[src/rtl/core/acg_pkg.sv]
// shared types and constants for the astable/monostable clock generator
// no dependencies; imported by every module of the block
`timescale 1ns / 1ps

package acg_pkg;

  // word layout
  localparam int IN_W      = 16;   // input word, padded to whole bytes
  localparam int OUT_W     = 32;   // result word
  localparam int CFG_IDX_W = 1;
  localparam int CFG_W     = 10;

  // field widths
  localparam int SAMPLE_W  = 12;
  localparam int FREQ_W    = 10;
  localparam int TIME_W    = 10;
  localparam int DUTY_W    = 7;
  localparam int DEB_W     = 10;

  // serial arithmetic widths
  localparam int MCAND_W   = 12;
  localparam int MPLR_W    = 10;
  localparam int PROD_W    = 22;

  // constants of the mapping and the period split
  localparam int CONV_SCALE = 999;
  localparam int CONV_LOW_Q = 5;     // quotient below this selects 1 Hz
  localparam int FREQ_MAX   = 1000;
  localparam int DUTY_FULL  = 100;
  localparam int DUTY_RESET = 50;
  localparam int DEB_RESET  = 200;

  // register indexes
  localparam logic [CFG_IDX_W-1:0] CFG_DUTY     = 1'b0;
  localparam logic [CFG_IDX_W-1:0] CFG_DEBOUNCE = 1'b1;

  typedef enum logic [1:0] {
    PH_IDLE = 2'd0,
    PH_HIGH = 2'd1,
    PH_LOW  = 2'd2
  } phase_t;

endpackage

[src/rtl/core/acg_mul.sv]
// bit-serial shift-add multiplier, one multiplier bit per cycle
// depends on acg_pkg for operand and product widths
`timescale 1ns / 1ps

module acg_mul (
  input  logic                         clk,
  input  logic                         rst,
  input  logic                         start,
  input  logic [acg_pkg::MCAND_W-1:0]  mcand,
  input  logic [acg_pkg::MPLR_W-1:0]   mplr,
  output logic                         done,
  output logic [acg_pkg::PROD_W-1:0]   product
);
  import acg_pkg::*;

  localparam int CNT_W = $clog2(MPLR_W + 1);

  logic [PROD_W-1:0] acc;
  logic [PROD_W-1:0] shifted;
  logic [MPLR_W-1:0] bits;
  logic [CNT_W-1:0]  cnt;
  logic              busy;

  always_ff @(posedge clk) begin
    if (rst) begin
      busy <= 1'b0;
      done <= 1'b0;
      cnt  <= '0;
    end else begin
      done <= 1'b0;
      if (start) begin
        acc     <= '0;
        shifted <= PROD_W'(mcand);
        bits    <= mplr;
        cnt     <= CNT_W'(MPLR_W);
        busy    <= 1'b1;
      end else if (busy) begin
        if (bits[0]) begin
          acc <= acc + shifted;
        end
        shifted <= {shifted[PROD_W-2:0], 1'b0};
        bits    <= {1'b0, bits[MPLR_W-1:1]};
        cnt     <= cnt - 1'b1;
        if (cnt == CNT_W'(1)) begin
          busy <= 1'b0;
          done <= 1'b1;
        end
      end
    end
  end

  assign product = acc;

endmodule

[src/rtl/core/acg_div.sv]
// restoring divider, one quotient bit per cycle
// depends on acg_pkg for the dividend width
`timescale 1ns / 1ps

module acg_div #(
  parameter int DIV_W = 16
) (
  input  logic                        clk,
  input  logic                        rst,
  input  logic                        start,
  input  logic [acg_pkg::PROD_W-1:0]  dividend,
  input  logic [DIV_W-1:0]            divisor,
  output logic                        done,
  output logic [acg_pkg::PROD_W-1:0]  quotient
);
  import acg_pkg::*;

  localparam int CNT_W = $clog2(PROD_W + 1);

  logic [DIV_W-1:0]  rem;
  logic [DIV_W-1:0]  dsr;
  logic [PROD_W-1:0] quo;
  logic [CNT_W-1:0]  cnt;
  logic              busy;
  logic [DIV_W:0]    trial;
  logic              fits;
  logic [DIV_W:0]    diff;

  // remainder stays below the divisor, so one extra bit holds the trial value
  always_comb begin
    trial = {rem, quo[PROD_W-1]};
    fits  = trial >= {1'b0, dsr};
    diff  = trial - {1'b0, dsr};
  end

  always_ff @(posedge clk) begin
    if (rst) begin
      busy <= 1'b0;
      done <= 1'b0;
      cnt  <= '0;
    end else begin
      done <= 1'b0;
      if (start) begin
        quo  <= dividend;
        dsr  <= divisor;
        rem  <= '0;
        cnt  <= CNT_W'(PROD_W);
        busy <= 1'b1;
      end else if (busy) begin
        rem <= fits ? diff[DIV_W-1:0] : trial[DIV_W-1:0];
        quo <= {quo[PROD_W-2:0], fits};
        cnt <= cnt - 1'b1;
        if (cnt == CNT_W'(1)) begin
          busy <= 1'b0;
          done <= 1'b1;
        end
      end
    end
  end

  assign quotient = quo;

endmodule

[src/rtl/core/astable_monostable_clock_generator_top.sv]
// top level of the astable/monostable clock generator: stream ports, config port,
// tick sequencer and generator state; uses acg_pkg, acg_mul and acg_div
`timescale 1ns / 1ps

//  channel   direction  handshake          payload
//  s_        in         s_tvalid/s_tready  one tick word: presses and sample
//  m_        out        m_tvalid/m_tready  one result word per tick
//  cfg_      in         cfg_valid/cfg_ready register index and write data
//
// one tick word at a time; a tick with no sample and no new period runs the phase,
// tick and emit states, a sample adds a 10-step serial multiply and a 22-step
// serial divide, each with its handover, and a new period adds a divide, a
// multiply and a divide, so the length of the worst tick is set mostly by the
// shared bit-serial divider
// reset (rst, synchronous) restores the power-up mode, frequency and registers
// the next tick word is taken while the last result still waits in the output
// register; cfg_ready is always high and writes are expected only between ticks

module astable_monostable_clock_generator_top #(
  parameter int ADC_MAX          = 4095,
  parameter int TICKS_PER_SECOND = 1000
) (
  input  logic                           clk,
  input  logic                           rst,
  // tick word, lsb up: mode_press, step_press, sample_valid, sample_value[11:0], pad
  input  logic                           s_tvalid,
  output logic                           s_tready,
  input  logic [acg_pkg::IN_W-1:0]       s_tdata,
  // result word, lsb up: clock_level, is_monostable, frequency_hz[9:0],
  // high_ms[9:0], low_ms[9:0]
  output logic                           m_tvalid,
  input  logic                           m_tready,
  output logic [acg_pkg::OUT_W-1:0]      m_tdata,
  // register writes: 0 duty_percent, 1 debounce_ms
  input  logic                           cfg_valid,
  output logic                           cfg_ready,
  input  logic [acg_pkg::CFG_IDX_W-1:0]  cfg_index,
  input  logic [acg_pkg::CFG_W-1:0]      cfg_data
);
  import acg_pkg::*;

  // divisor must hold the converter full scale and any frequency
  localparam int AdcW = $clog2(ADC_MAX + 1);
  localparam int DivW = (AdcW > FREQ_W) ? AdcW : FREQ_W;
  localparam logic [DivW-1:0]   AdcMaxDiv = DivW'(ADC_MAX);
  localparam logic [PROD_W-1:0] TpsDvd    = PROD_W'(TICKS_PER_SECOND);

  typedef enum logic [3:0] {
    S_IDLE,
    S_CONV_MUL,
    S_CONV_DIV,
    S_PHASE,
    S_PER_DIV,
    S_DUTY_MUL,
    S_DUTY_DIV,
    S_TICK,
    S_EMIT
  } seq_t;

  seq_t state;

  // configuration
  logic [DUTY_W-1:0] duty;
  logic [DEB_W-1:0]  debounce;

  // generator state
  logic              mono;
  logic              pending;
  logic [FREQ_W-1:0] freq;
  logic [DEB_W-1:0]  since;
  phase_t            phase;
  logic [TIME_W-1:0] rem;
  logic [TIME_W-1:0] lat_high;
  logic [TIME_W-1:0] lat_low;
  logic [TIME_W-1:0] period;
  logic              level;

  // serial units
  logic                mul_start;
  logic [MCAND_W-1:0]  mul_a;
  logic [MPLR_W-1:0]   mul_b;
  logic                mul_done;
  logic [PROD_W-1:0]   mul_p;
  logic                div_start;
  logic [PROD_W-1:0]   div_n;
  logic [DivW-1:0]     div_d;
  logic                div_done;
  logic [PROD_W-1:0]   div_q;

  // tick word fields
  logic                in_mode;
  logic                in_step;
  logic                in_svalid;
  logic [SAMPLE_W-1:0] in_sample;
  logic                take;
  logic                press_ok;

  // end of high or low phase, ahead of a possible period start
  phase_t            ph1;
  logic [TIME_W-1:0] rem1;
  logic              pend1;

  logic [DUTY_W-1:0] duty_sat;
  logic [TIME_W-1:0] hi_q;

  assign in_mode   = s_tdata[0];
  assign in_step   = s_tdata[1];
  assign in_svalid = s_tdata[2];
  assign in_sample = s_tdata[3 +: SAMPLE_W];

  assign s_tready  = (state == S_IDLE);
  assign take      = s_tvalid && s_tready;
  assign cfg_ready = 1'b1;
  assign press_ok  = (in_mode || in_step) && (since >= debounce);

  assign duty_sat  = (duty > DUTY_W'(DUTY_FULL)) ? DUTY_W'(DUTY_FULL) : duty;
  assign hi_q      = div_q[TIME_W-1:0];

  always_comb begin
    ph1   = phase;
    rem1  = rem;
    pend1 = pending;
    if (phase == PH_HIGH && rem == '0) begin
      if (!mono) begin
        ph1  = PH_LOW;
        rem1 = lat_low;
      end else begin
        pend1 = 1'b0;
        ph1   = PH_IDLE;
        rem1  = '0;
      end
    end
    if (ph1 == PH_LOW && rem1 == '0) begin
      ph1 = PH_IDLE;
    end
  end

  acg_mul u_mul (
    .clk     (clk),
    .rst     (rst),
    .start   (mul_start),
    .mcand   (mul_a),
    .mplr    (mul_b),
    .done    (mul_done),
    .product (mul_p)
  );

  acg_div #(
    .DIV_W (DivW)
  ) u_div (
    .clk      (clk),
    .rst      (rst),
    .start    (div_start),
    .dividend (div_n),
    .divisor  (div_d),
    .done     (div_done),
    .quotient (div_q)
  );

  // register writes
  always_ff @(posedge clk) begin
    if (rst) begin
      duty     <= DUTY_W'(DUTY_RESET);
      debounce <= DEB_W'(DEB_RESET);
    end else if (cfg_valid && cfg_ready) begin
      unique case (cfg_index)
        CFG_DUTY:     duty     <= cfg_data[DUTY_W-1:0];
        CFG_DEBOUNCE: debounce <= cfg_data[DEB_W-1:0];
      endcase
    end
  end

  // tick sequencer
  always_ff @(posedge clk) begin
    if (rst) begin
      state     <= S_IDLE;
      mono      <= 1'b0;
      pending   <= 1'b1;
      freq      <= FREQ_W'(1);
      since     <= '0;
      phase     <= PH_IDLE;
      rem       <= '0;
      lat_high  <= '0;
      lat_low   <= '0;
      mul_start <= 1'b0;
      div_start <= 1'b0;
      m_tvalid  <= 1'b0;
    end else begin
      mul_start <= 1'b0;
      div_start <= 1'b0;
      if (m_tvalid && m_tready) begin
        m_tvalid <= 1'b0;
      end
      unique case (state)
        S_IDLE: begin
          if (take) begin
            // debounced buttons; mode press wins over step
            if (press_ok) begin
              if (in_mode) begin
                mono    <= ~mono;
                pending <= mono;
              end else if (mono) begin
                pending <= 1'b1;
              end
              since <= DEB_W'(1);
            end else if (since != '1) begin
              since <= since + 1'b1;
            end
            if (in_svalid) begin
              mul_a     <= in_sample;
              mul_b     <= MPLR_W'(CONV_SCALE);
              mul_start <= 1'b1;
              state     <= S_CONV_MUL;
            end else begin
              state <= S_PHASE;
            end
          end
        end
        S_CONV_MUL: begin
          if (mul_done) begin
            div_n     <= mul_p;
            div_d     <= AdcMaxDiv;
            div_start <= 1'b1;
            state     <= S_CONV_DIV;
          end
        end
        S_CONV_DIV: begin
          if (div_done) begin
            // conv = q + 1, capped at full scale, very low readings give 1 Hz
            if (div_q < PROD_W'(CONV_LOW_Q)) begin
              freq <= FREQ_W'(1);
            end else if (div_q >= PROD_W'(FREQ_MAX - 1)) begin
              freq <= FREQ_W'(FREQ_MAX);
            end else begin
              freq <= div_q[FREQ_W-1:0] + 1'b1;
            end
            state <= S_PHASE;
          end
        end
        S_PHASE: begin
          phase   <= ph1;
          rem     <= rem1;
          pending <= pend1;
          if (ph1 == PH_IDLE && pend1) begin
            div_n     <= TpsDvd;
            div_d     <= DivW'(freq);
            div_start <= 1'b1;
            state     <= S_PER_DIV;
          end else begin
            state <= S_TICK;
          end
        end
        S_PER_DIV: begin
          if (div_done) begin
            // long periods saturate at the 10-bit limit
            if (|div_q[PROD_W-1:TIME_W]) begin
              period <= '1;
              mul_a  <= MCAND_W'({TIME_W{1'b1}});
            end else begin
              period <= div_q[TIME_W-1:0];
              mul_a  <= MCAND_W'(div_q[TIME_W-1:0]);
            end
            mul_b     <= MPLR_W'(duty_sat);
            mul_start <= 1'b1;
            state     <= S_DUTY_MUL;
          end
        end
        S_DUTY_MUL: begin
          if (mul_done) begin
            div_n     <= mul_p;
            div_d     <= DivW'(DUTY_FULL);
            div_start <= 1'b1;
            state     <= S_DUTY_DIV;
          end
        end
        S_DUTY_DIV: begin
          if (div_done) begin
            lat_high <= hi_q;
            lat_low  <= period - hi_q;
            if (hi_q != '0) begin
              phase <= PH_HIGH;
              rem   <= hi_q;
            end else if (mono) begin
              // zero high time ends a single pulse at once
              pending <= 1'b0;
              phase   <= PH_IDLE;
              rem     <= '0;
            end else begin
              phase <= PH_LOW;
              rem   <= period - hi_q;
            end
            state <= S_TICK;
          end
        end
        S_TICK: begin
          level <= 1'b0;
          if (phase == PH_LOW && rem == '0) begin
            phase <= PH_IDLE;
          end else if (phase == PH_HIGH) begin
            level <= 1'b1;
            rem   <= rem - 1'b1;
          end else if (phase == PH_LOW) begin
            rem <= rem - 1'b1;
          end
          state <= S_EMIT;
        end
        S_EMIT: begin
          if (!m_tvalid || m_tready) begin
            m_tdata  <= {lat_low, lat_high, freq, mono, level};
            m_tvalid <= 1'b1;
            state    <= S_IDLE;
          end
        end
        default: state <= S_IDLE;
      endcase
    end
  end

endmodule

[config.mk]
export PLATFORM = sky130hd
export DESIGN_NAME = astable_monostable_clock_generator_top
export DESIGN_NICKNAME = d
export VERILOG_FILES = /design/src/rtl/core/acg_pkg.sv /design/src/rtl/core/acg_mul.sv /design/src/rtl/core/acg_div.sv /design/src/rtl/core/astable_monostable_clock_generator_top.sv
export SDC_FILE = /design/constraint.sdc
export NUM_CORES = 1
export LEC_CHECK = 0
export BUFFER_PORTS_ARGS = -buffer_cell sky130_fd_sc_hd__buf_4
export CORE_ASPECT_RATIO = 0.5
export CORE_MARGIN = 2
export CORE_UTILIZATION = 40
export CTS_CLUSTER_SIZE = 16
export DETAILED_ROUTE_END_ITERATION = 8
export SLEW_MARGIN = 25
export SYNTH_ARGS = -nofsm -noshare
export SYNTH_HDL_FRONTEND = slang
export SYNTH_SLANG_ARGS = --single-unit
export TNS_END_PERCENT = 30
[constraint.sdc]
create_clock -name clk -period 6.1 [get_ports clk]
set_input_delay 1.22 -clock clk [delete_from_list [all_inputs] [get_ports clk]]
set_output_delay 1.22 -clock clk [all_outputs]
set_load 0.01 [all_outputs]
==> results of run 1 <==
[worst max path at each step]
stage,from,slack (ns),depth (start not counted),to
6_report,u_div.dsr[1],3.02,9,u_div.rem[10]
5_1_grt,u_div.dsr[1],2.77,9,u_div.rem[7]
4_1_cts,state[1],3.01,2,s_tready
3_5_place_dp,u_div.rem[1],3.03,8,u_div.rem[10]
3_3_place_gp,u_mul.shifted[0],3.10,10,u_mul.product[14]
2_1_floorplan,rst,1.79,2,m_tdata[0]
[state kept, by name, indices dropped and copies added (netlist names), 7 cells and up]
name and count:
since 10, u_mul.bits 10, mul_a 12, duty 7, u_mul.product 22, mul_b 8
lat_high 10, period 10, rem 10, u_div.dsr 11, u_mul.shifted 22, u_div.quotient 22
u_div.rem 12, freq 10, div_d 11, m_tdata 32, div_n 22, debounce 10
lat_low 10
[layer usage]
| layer | vias to the layer above | track usage | routed length [microns] |
|---|---|---|---|
| met4 | 0 | 0.0366 | 514 |
| met2 | 185 | 0.268 | 14100 |
| li1 | 4778 | - | - |
| met1 | 4654 | 0.255 | 15400 |
| met5 | - | 0 | 0 |
| met3 | 33 | 0.0250 | 1320 |
[power groups by stage]
| stage | Combinational [W] | Sequential [W] | Clock [W] |
|---|---|---|---|
| CTS | 0.000733 | 0.00233 | 0.00166 |
| floorplan | 0.000589 | 0.00232 | 0 |
| detailed placement | 0.000727 | 0.00237 | 0 |
| global placement | 0.000711 | 0.00236 | 0 |
| finish | 0.000729 | 0.00233 | 0.00163 |
| global route | 0.000828 | 0.00234 | 0.00173 |
[cells in the final DEF (no fill, tap or decap), types with 5 or more instances in the layout]
master and n:
nand4_1 19, nor3_1 43, and2_1 25, a211oi_1 19, nor4_1 5, xnor2_1 31
nor4b_1 5, o21a_1 20, nor2_1 115, clkbuf_16 28, mux2i_1 14, nand2b_1 13
nand2_1 123, o21ai_0 56, buf_4 77, mux2_2 43, and3_1 7, or3_1 12
nand3b_1 9, clkbuf_1 7, xor2_1 19, nor2b_1 31, inv_1 62, nand3_1 17
a21oi_1 73, nor2_2 5, nor3b_1 5, ha_1 63, a31oi_1 7, a21o_1 14
dfxtp_1 90, edfxtp_1 195
[cells in the mapped netlist (4+ instances only)]
master / n / area share
a21o_1: 14 / 0.0075
edfxtp_1: 195 / 0.42
a221oi_1: 4 / 0.0025
a21oi_1: 73 / 0.026
a22oi_1: 4 / 0.0022
dfxtp_1: 91 / 0.13
and3_1: 7 / 0.0031
nand2b_1: 13 / 0.0058
nand2_1: 123 / 0.033
a211oi_1: 19 / 0.010
ha_1: 63 / 0.056
nor4b_1: 5 / 0.0031
nand4_1: 19 / 0.0085
or3_1: 12 / 0.0054
mux2i_1: 14 / 0.010
buf_2: 5 / 0.0018
inv_1: 62 / 0.017
xnor2_1: 31 / 0.019
o21a_1: 21 / 0.011
nor3_1: 45 / 0.016
clkbuf_1: 31 / 0.0083
nor4_1: 5 / 0.0022
nor2_1: 119 / 0.032
nand3_1: 17 / 0.0061
xor2_1: 19 / 0.012
o21ai_0: 56 / 0.020
a311oi_1: 4 / 0.0025
mux2_2: 43 / 0.035
nand4b_1: 4 / 0.0025
nor3b_1: 6 / 0.0032
nor4_2: 4 / 0.0036
a31oi_1: 7 / 0.0031
nand3b_1: 9 / 0.0048
and2_1: 25 / 0.011
and4_1: 4 / 0.0025
buf_1: 9 / 0.0024
nor2b_1: 31 / 0.014
[area by class of cell]
class | instances | share of cell area
clock buffer | 36 | 0.0469
sequential | 286 | 0.486
tap | 475 | 0.0376
clock inverter | 13 | 0.00634
inverter | 63 | 0.0150
multi-input combinational | 882 | 0.371
timing repair buffer | 77 | 0.0366
[critical path: cells and delay by family, from the launching register on]
family	cells	cell delay [ns]
and+or+nand+nor	2	0.27
adders and majority gates	1	0.30
AOI/OAI and AO/OA	5	1.80
DFF	1	0.38
buffers and inverters	1	0.06
[logic make-up after synthesis]
logic type	share of synthesized area
AO/OA/AOI/OAI	0.116
XOR/XNOR	0.0314
adder cells (fa/ha/maj)	0.0608
buffers and inverters	0.0320
flip-flops	0.550
multiplexers	0.0458
other	0.000269
AND/OR/NAND/NOR	0.164
[per-stage QoR]
stage / area [sq um] / setup WS, ns / hold WS [ns] / util / power [W]
after floorplan: 14000 / 1.79 / 0.400 / - / 0.00291
after global placement: 14900 / 3.10 / 0.402 / 0.434 / 0.00307
after detailed placement: 14900 / 3.03 / 0.405 / 0.434 / 0.00309
after CTS: 15800 / 3.01 / 0.416 / 0.459 / 0.00472
after global routing: 15800 / 2.77 / 0.417 / 0.459 / 0.00490
final: 15800 / 3.02 / 0.417 / 0.459 / 0.00468
==> results.ini, run 1 <==
[timing]
hold_viol_final = 0
rsz0062_at_grt = false
clock.fmax_mhz = 325
tns_ns = 0
skew_ns = 0.0175
layout_min_cycle_time_ns = 3.08
slew_headroom = 0.294
setup_viol_count_final = 0
period_share = 0.505
maxSlewViolCount = 0
worstMarginPinSlew_ns = 1.05

[finish]
antenna_cells = 0
drive_above_1_share = 0.138
fin_nets = 1435
area_growth_pct = 13.1
ff_latch_area_sq_mm = 0.00768
final.fill_count = 3193
final_cells = 1832
multi_input_area_sq_mm = 0.00587

[yosys]
synth_edf_count = 195
ys_seq_area_frac = 0.550
ys.flop_type = edfxtp_1
ys_ff_latch = 286
synthArstFlopShare = 0
syn_inst = 1280
synth_area_sq_mm = 0.0140
yosysWarnings = 0
synth.distinct_cells = 80
syn_nets = 1378
syn_area_per_cell_sq_um = 10.9

[power_and_ir_drop]
power_per_cell_area_mw_per_mm2 = 297
combPwrFrac = 0.156
peakVddDrop_v = 0.000138
p_int_w = 0.00344
seqPwrFrac = 0.497
p_leak_nw = 5.55
p_clk_frac = 0.348
p_switching_w = 0.00124
swShare = 0.265

[hold_path]
holdPathStages = 0
worstHoldStart = div_d[4]
hold_end = u_div.dsr[4]
hold_class = flop to flop

[route]
initialDrtViolationCount = 768
drc = 0
post_drt_wl_per_cell_microns = 17.1
routed_wl_microns = 31400
postRouteAntennaNets = 0
vias = 9650
firstDrtPassIters = 5
via_per_inst = 5.27

[critical_path]
r2r_setup_slack_ns = 3.02
path_class = flop to flop
cp_data_required_time_ns = 6.40
slowest_stage = o41a_1
timing.critical_path.cells = inv_1 -> ha_1 -> nor2b_1 -> o31a_1 -> o221ai_2 -> a211oi_1 -> o41a_1 -> nor3b_1 -> a41o_1
worst_setup_path_start_kind = flop
reg2reg_to = u_div.rem[10]
end_kind = flop
cp_slowest_stage_delay_ns = 0.84
cp_max_fo = 17
cp.arrival_ns = 3.38
r2r_cells = 9
reg2reg_from = u_div.dsr[1]

[job]
max_cap_viol_count = 0

[floorplan]
die_area_sq_mm = 0.0365
initial_core_util = 0.406
die_h_microns = 136
pin_count = 67
num_rows = 48
die_x_microns = 268
coreArea_sq_mm = 0.0344

[run_status]
status = complete, no violations

[clock_tree]
holdBufCountCts = 0
cts_tree = yes
cts.clk_slew.worst_paths_ns = 0.07
clockBufferDepth = 3
cts_resized = 0
cts_buffers = 27
clk_latency_ns = 0.55
root_buffer = clkbuf_16
h-tree-depth = 1
cts.sinks = 286
post_cts_buffers = 0

[global_routing]
grt_overflow = 0
antenna_found_initial = 0
grt_pass1_wl_microns = 49700
track_usage = 0.172
grt_max_degree = 68
grt_pass1_vias = 9077

[place]
dpl.cell_count = 1783
gp_routability_congestion = 0.835
port_buffers = 64
hpwl_microns = 22300

(Power assumes the default switching activity.)
==> inputs of run 2 (changes only) <==
Clock period 6.1 ns to 2.5 ns, I/O delays scaled along.
==> run 2 against run 1 <==
The run now ends with negative setup slack left. Global-route usage rose by 1.1 points. First-iteration DRC count rose by 14%. Worst setup slack got worse by 3.1 ns. Clock power rose to 2.7 times the previous value. Sequential power rose by 140%. Sequential share of layout area fell by 2.8 points. Combinational power rose to 2.8 times the previous value. Critical path type unchanged. Largest cell class unchanged.
==> results.ini, run 2 (same netlist as run 1, synthesis figures left out) <==
[power_and_ir_drop]
p_int_w = 0.00895  ; was 0.00344 W
peakVddDrop_v = 0.000503  ; was 0.000138 V
seqPwrFrac = 0.466  ; was 0.497
p_clk_frac = 0.364  ; was 0.348
p_total_w = 0.0121  ; was 0.00468 W
p_switching_w = 0.00318  ; was 0.00124 W
power_per_cell_area_mw_per_mm2 = 724  ; was 297 mW/mm^2
p_leak_nw = 6.05  ; was 5.55 nW
combPwrFrac = 0.170  ; was 0.156
swShare = 0.262  ; was 0.265

[floorplan]
num_rows = 48  ; unchanged
initial_core_util = 0.406  ; unchanged
coreArea_sq_mm = 0.0344  ; unchanged
die_h_microns = 136  ; unchanged
die_area_sq_mm = 0.0365  ; unchanged
pin_count = 67  ; unchanged
die_x_microns = 268  ; unchanged

[timing]
slew_headroom = 0.337  ; was 0.294
maxSlewViolCount = 0  ; unchanged
tns_ns = -0.146  ; was 0 ns
hold_viol_final = 0  ; unchanged
layout_min_cycle_time_ns = 2.56  ; was 3.08 ns
setup_slack_ns = -0.0619  ; was 3.02 ns
clock.fmax_mhz = 390  ; was 325 MHz
period_share = 1.02  ; was 0.505
setup_viol_count_final = 8  ; was 0
worstMarginPinSlew_ns = 0.990  ; was 1.05 ns
rsz0062_at_grt = true  ; was false
skew_ns = 0.00920  ; was 0.0175 ns

[route]
routed_wl_microns = 33200  ; was 31400 microns
vias = 9998  ; was 9650
initialDrtViolationCount = 879  ; was 768
postRouteAntennaNets = 0  ; unchanged
drc = 0  ; unchanged
post_drt_wl_per_cell_microns = 17.3  ; was 17.1 microns
via_per_inst = 5.21  ; was 5.27
firstDrtPassIters = 6  ; was 5

[place]
hpwl_microns = 24000  ; was 22300 microns
gp_routability_congestion = 0.922  ; was 0.835
port_buffers = 64  ; unchanged
place_area_sq_mm = 0.0156  ; was 0.0149 sq mm
dpl.cell_count = 1864  ; was 1783

[finish]
drive_above_1_share = 0.205  ; was 0.138
layout_common_cells = 195 x edfxtp_1, 156 x buf_4, 123 x nand2_1  ; was 195 x edfxtp_1, 123 x nand2_1, 115 x nor2_1
final_cells = 1920  ; was 1832
fin_nets = 1520  ; was 1435
area_growth_pct = 20.1  ; was 13.1%
fin_area_sq_mm = 0.0168  ; was 0.0158 sq mm
final_core_util = 0.487  ; was 0.459
top_register = m_tdata  ; unchanged
final.fill_count = 3100  ; was 3193
final_common_cell = edfxtp_1  ; unchanged
largest_register_ffs = 32  ; unchanged

[clock_tree]
clk_latency_ns = 0.56  ; was 0.55 ns
cts_buffers = 28  ; was 27
cts.sinks = 286  ; unchanged
holdBufCountCts = 0  ; unchanged
h-tree-depth = 1  ; unchanged
cts.clk_slew.worst_paths_ns = 0.06  ; was 0.07 ns
root_buffer = clkbuf_16  ; unchanged
cts_tree = yes  ; unchanged
clockBufferDepth = 3  ; unchanged

[critical_path]
path_class = flop to flop  ; unchanged
crit_family = compound AO/OA/AOI/OAI gates  ; unchanged
cp_max_fo = 11  ; was 17
path_buf_inv = 2  ; was 1
reg2reg_to = u_div.quotient[0]  ; was u_div.rem[10]
end_kind = flop  ; unchanged
r2r_cells = 9  ; unchanged
r2r_setup_slack_ns = -0.06  ; was 3.02 ns
reg2reg_from = u_div.dsr[1]  ; unchanged
startpoint = u_div.dsr[1]  ; unchanged
timing.critical_path.cells = inv_1 -> ha_1 -> nor2b_4 -> o31a_1 -> o221ai_2 -> a211oi_2 -> o41a_1 -> buf_12 -> mux2_4  ; was inv_1 -> ha_1 -> nor2b_1 -> o31a_1 -> o221ai_2 -> a211oi_1 -> o41a_1 -> nor3b_1 -> a41o_1
cp_data_required_time_ns = 2.81  ; was 6.40 ns
worst_setup_path_start_kind = flop  ; unchanged
cp_slowest_stage_delay_ns = 0.45  ; was 0.84 ns
slowest_stage = o41a_1  ; unchanged
cp.arrival_ns = 2.87  ; was 3.38 ns

[hold_path]
holdPathStages = 3  ; was 0
worstHoldStart = cfg_data[7]  ; was div_d[4]
hold_end = debounce[7]  ; was u_div.dsr[4]
hold_class = input pin to flop  ; was flop to flop

[job]
max_cap_viol_count = 0  ; unchanged

[global_routing]
antenna_found_initial = 0  ; unchanged
grt_overflow = 0  ; unchanged
grt_pass1_vias = 9659  ; was 9077
track_usage = 0.183  ; was 0.172
grt_pass1_wl_microns = 52700  ; was 49700 microns
grt_max_degree = 48  ; was 68

[run_status]
violations = negative setup slack
status = finished, violations left  ; was complete, no violations

run 2: area by class of cell:
class / instances / area (sq um) / area share
antenna: 1 / 2.50 / 0.000149
clock buffer: 41 / 781 / 0.0466
clock inverter: 11 / 160 / 0.00955
inverter: 63 / 236 / 0.0141
multi-input combinational: 882 / 6060 / 0.361
sequential: 286 / 7680 / 0.458
tap: 475 / 594 / 0.0355
timing repair buffer: 161 / 1250 / 0.0748
run 2: metrics by stage:
stage,hold WS (ns),setup slack (ns)
final,0.156,-0.0619
after floorplan,0.400,-0.292
after CTS,0.131,-0.0938
after global routing,0.143,-0.141
after detailed placement,0.406,-0.292
after global placement,0.401,-0.211
run 2: timing repair:
action                                  4_1_cts  5_1_grt
setup buffers                                 1        2
endpoints found under the setup margin       19       42
gates resized for setup                      16       28
pin swaps                                     4        5
gates cloned                                  0        0
run 2: tightest hold or removal path: stages:
cell and delay, ns:
buf_4 0.08, nand2_1 0.04, nand3b_1 0.07
run 2: worst max-delay path by stage:
| stage | cells past startpoint | end |
|---|---|---|
| floorplan | 3 | u_div.quotient[0] |
| global placement | 10 | u_mul.product[14] |
| detailed placement | 10 | u_mul.product[14] |
| CTS | 9 | u_div.quotient[0] |
| global route | 10 | u_div.rem[2] |
| finish | 9 | u_div.quotient[0] |
run 2: power by group through the flow:
| stage | sequential, W | combinational (W) | clock (W) |
|---|---|---|---|
| after floorplan | 0.00565 | 0.00144 | 0 |
| after detailed placement | 0.00575 | 0.00199 | 0 |
| after global placement | 0.00574 | 0.00194 | 0 |
| after global routing | 0.00569 | 0.00231 | 0.00469 |
| after CTS | 0.00565 | 0.00203 | 0.00452 |
| final | 0.00566 | 0.00207 | 0.00441 |
run 2: per-layer routing:
layer | part of all wire | routed length (microns) | vias up | GRT usage
met2 | 0.44 | 14500 | 247 | 0.281
met3 | 0.054 | 1810 | 33 | 0.0288
met1 | 0.49 | 16400 | 4788 | 0.272
met4 | 0.016 | 516 | 0 | 0.0376
met5 | 0 | 0 | - | 0
li1 | - | - | 4930 | -
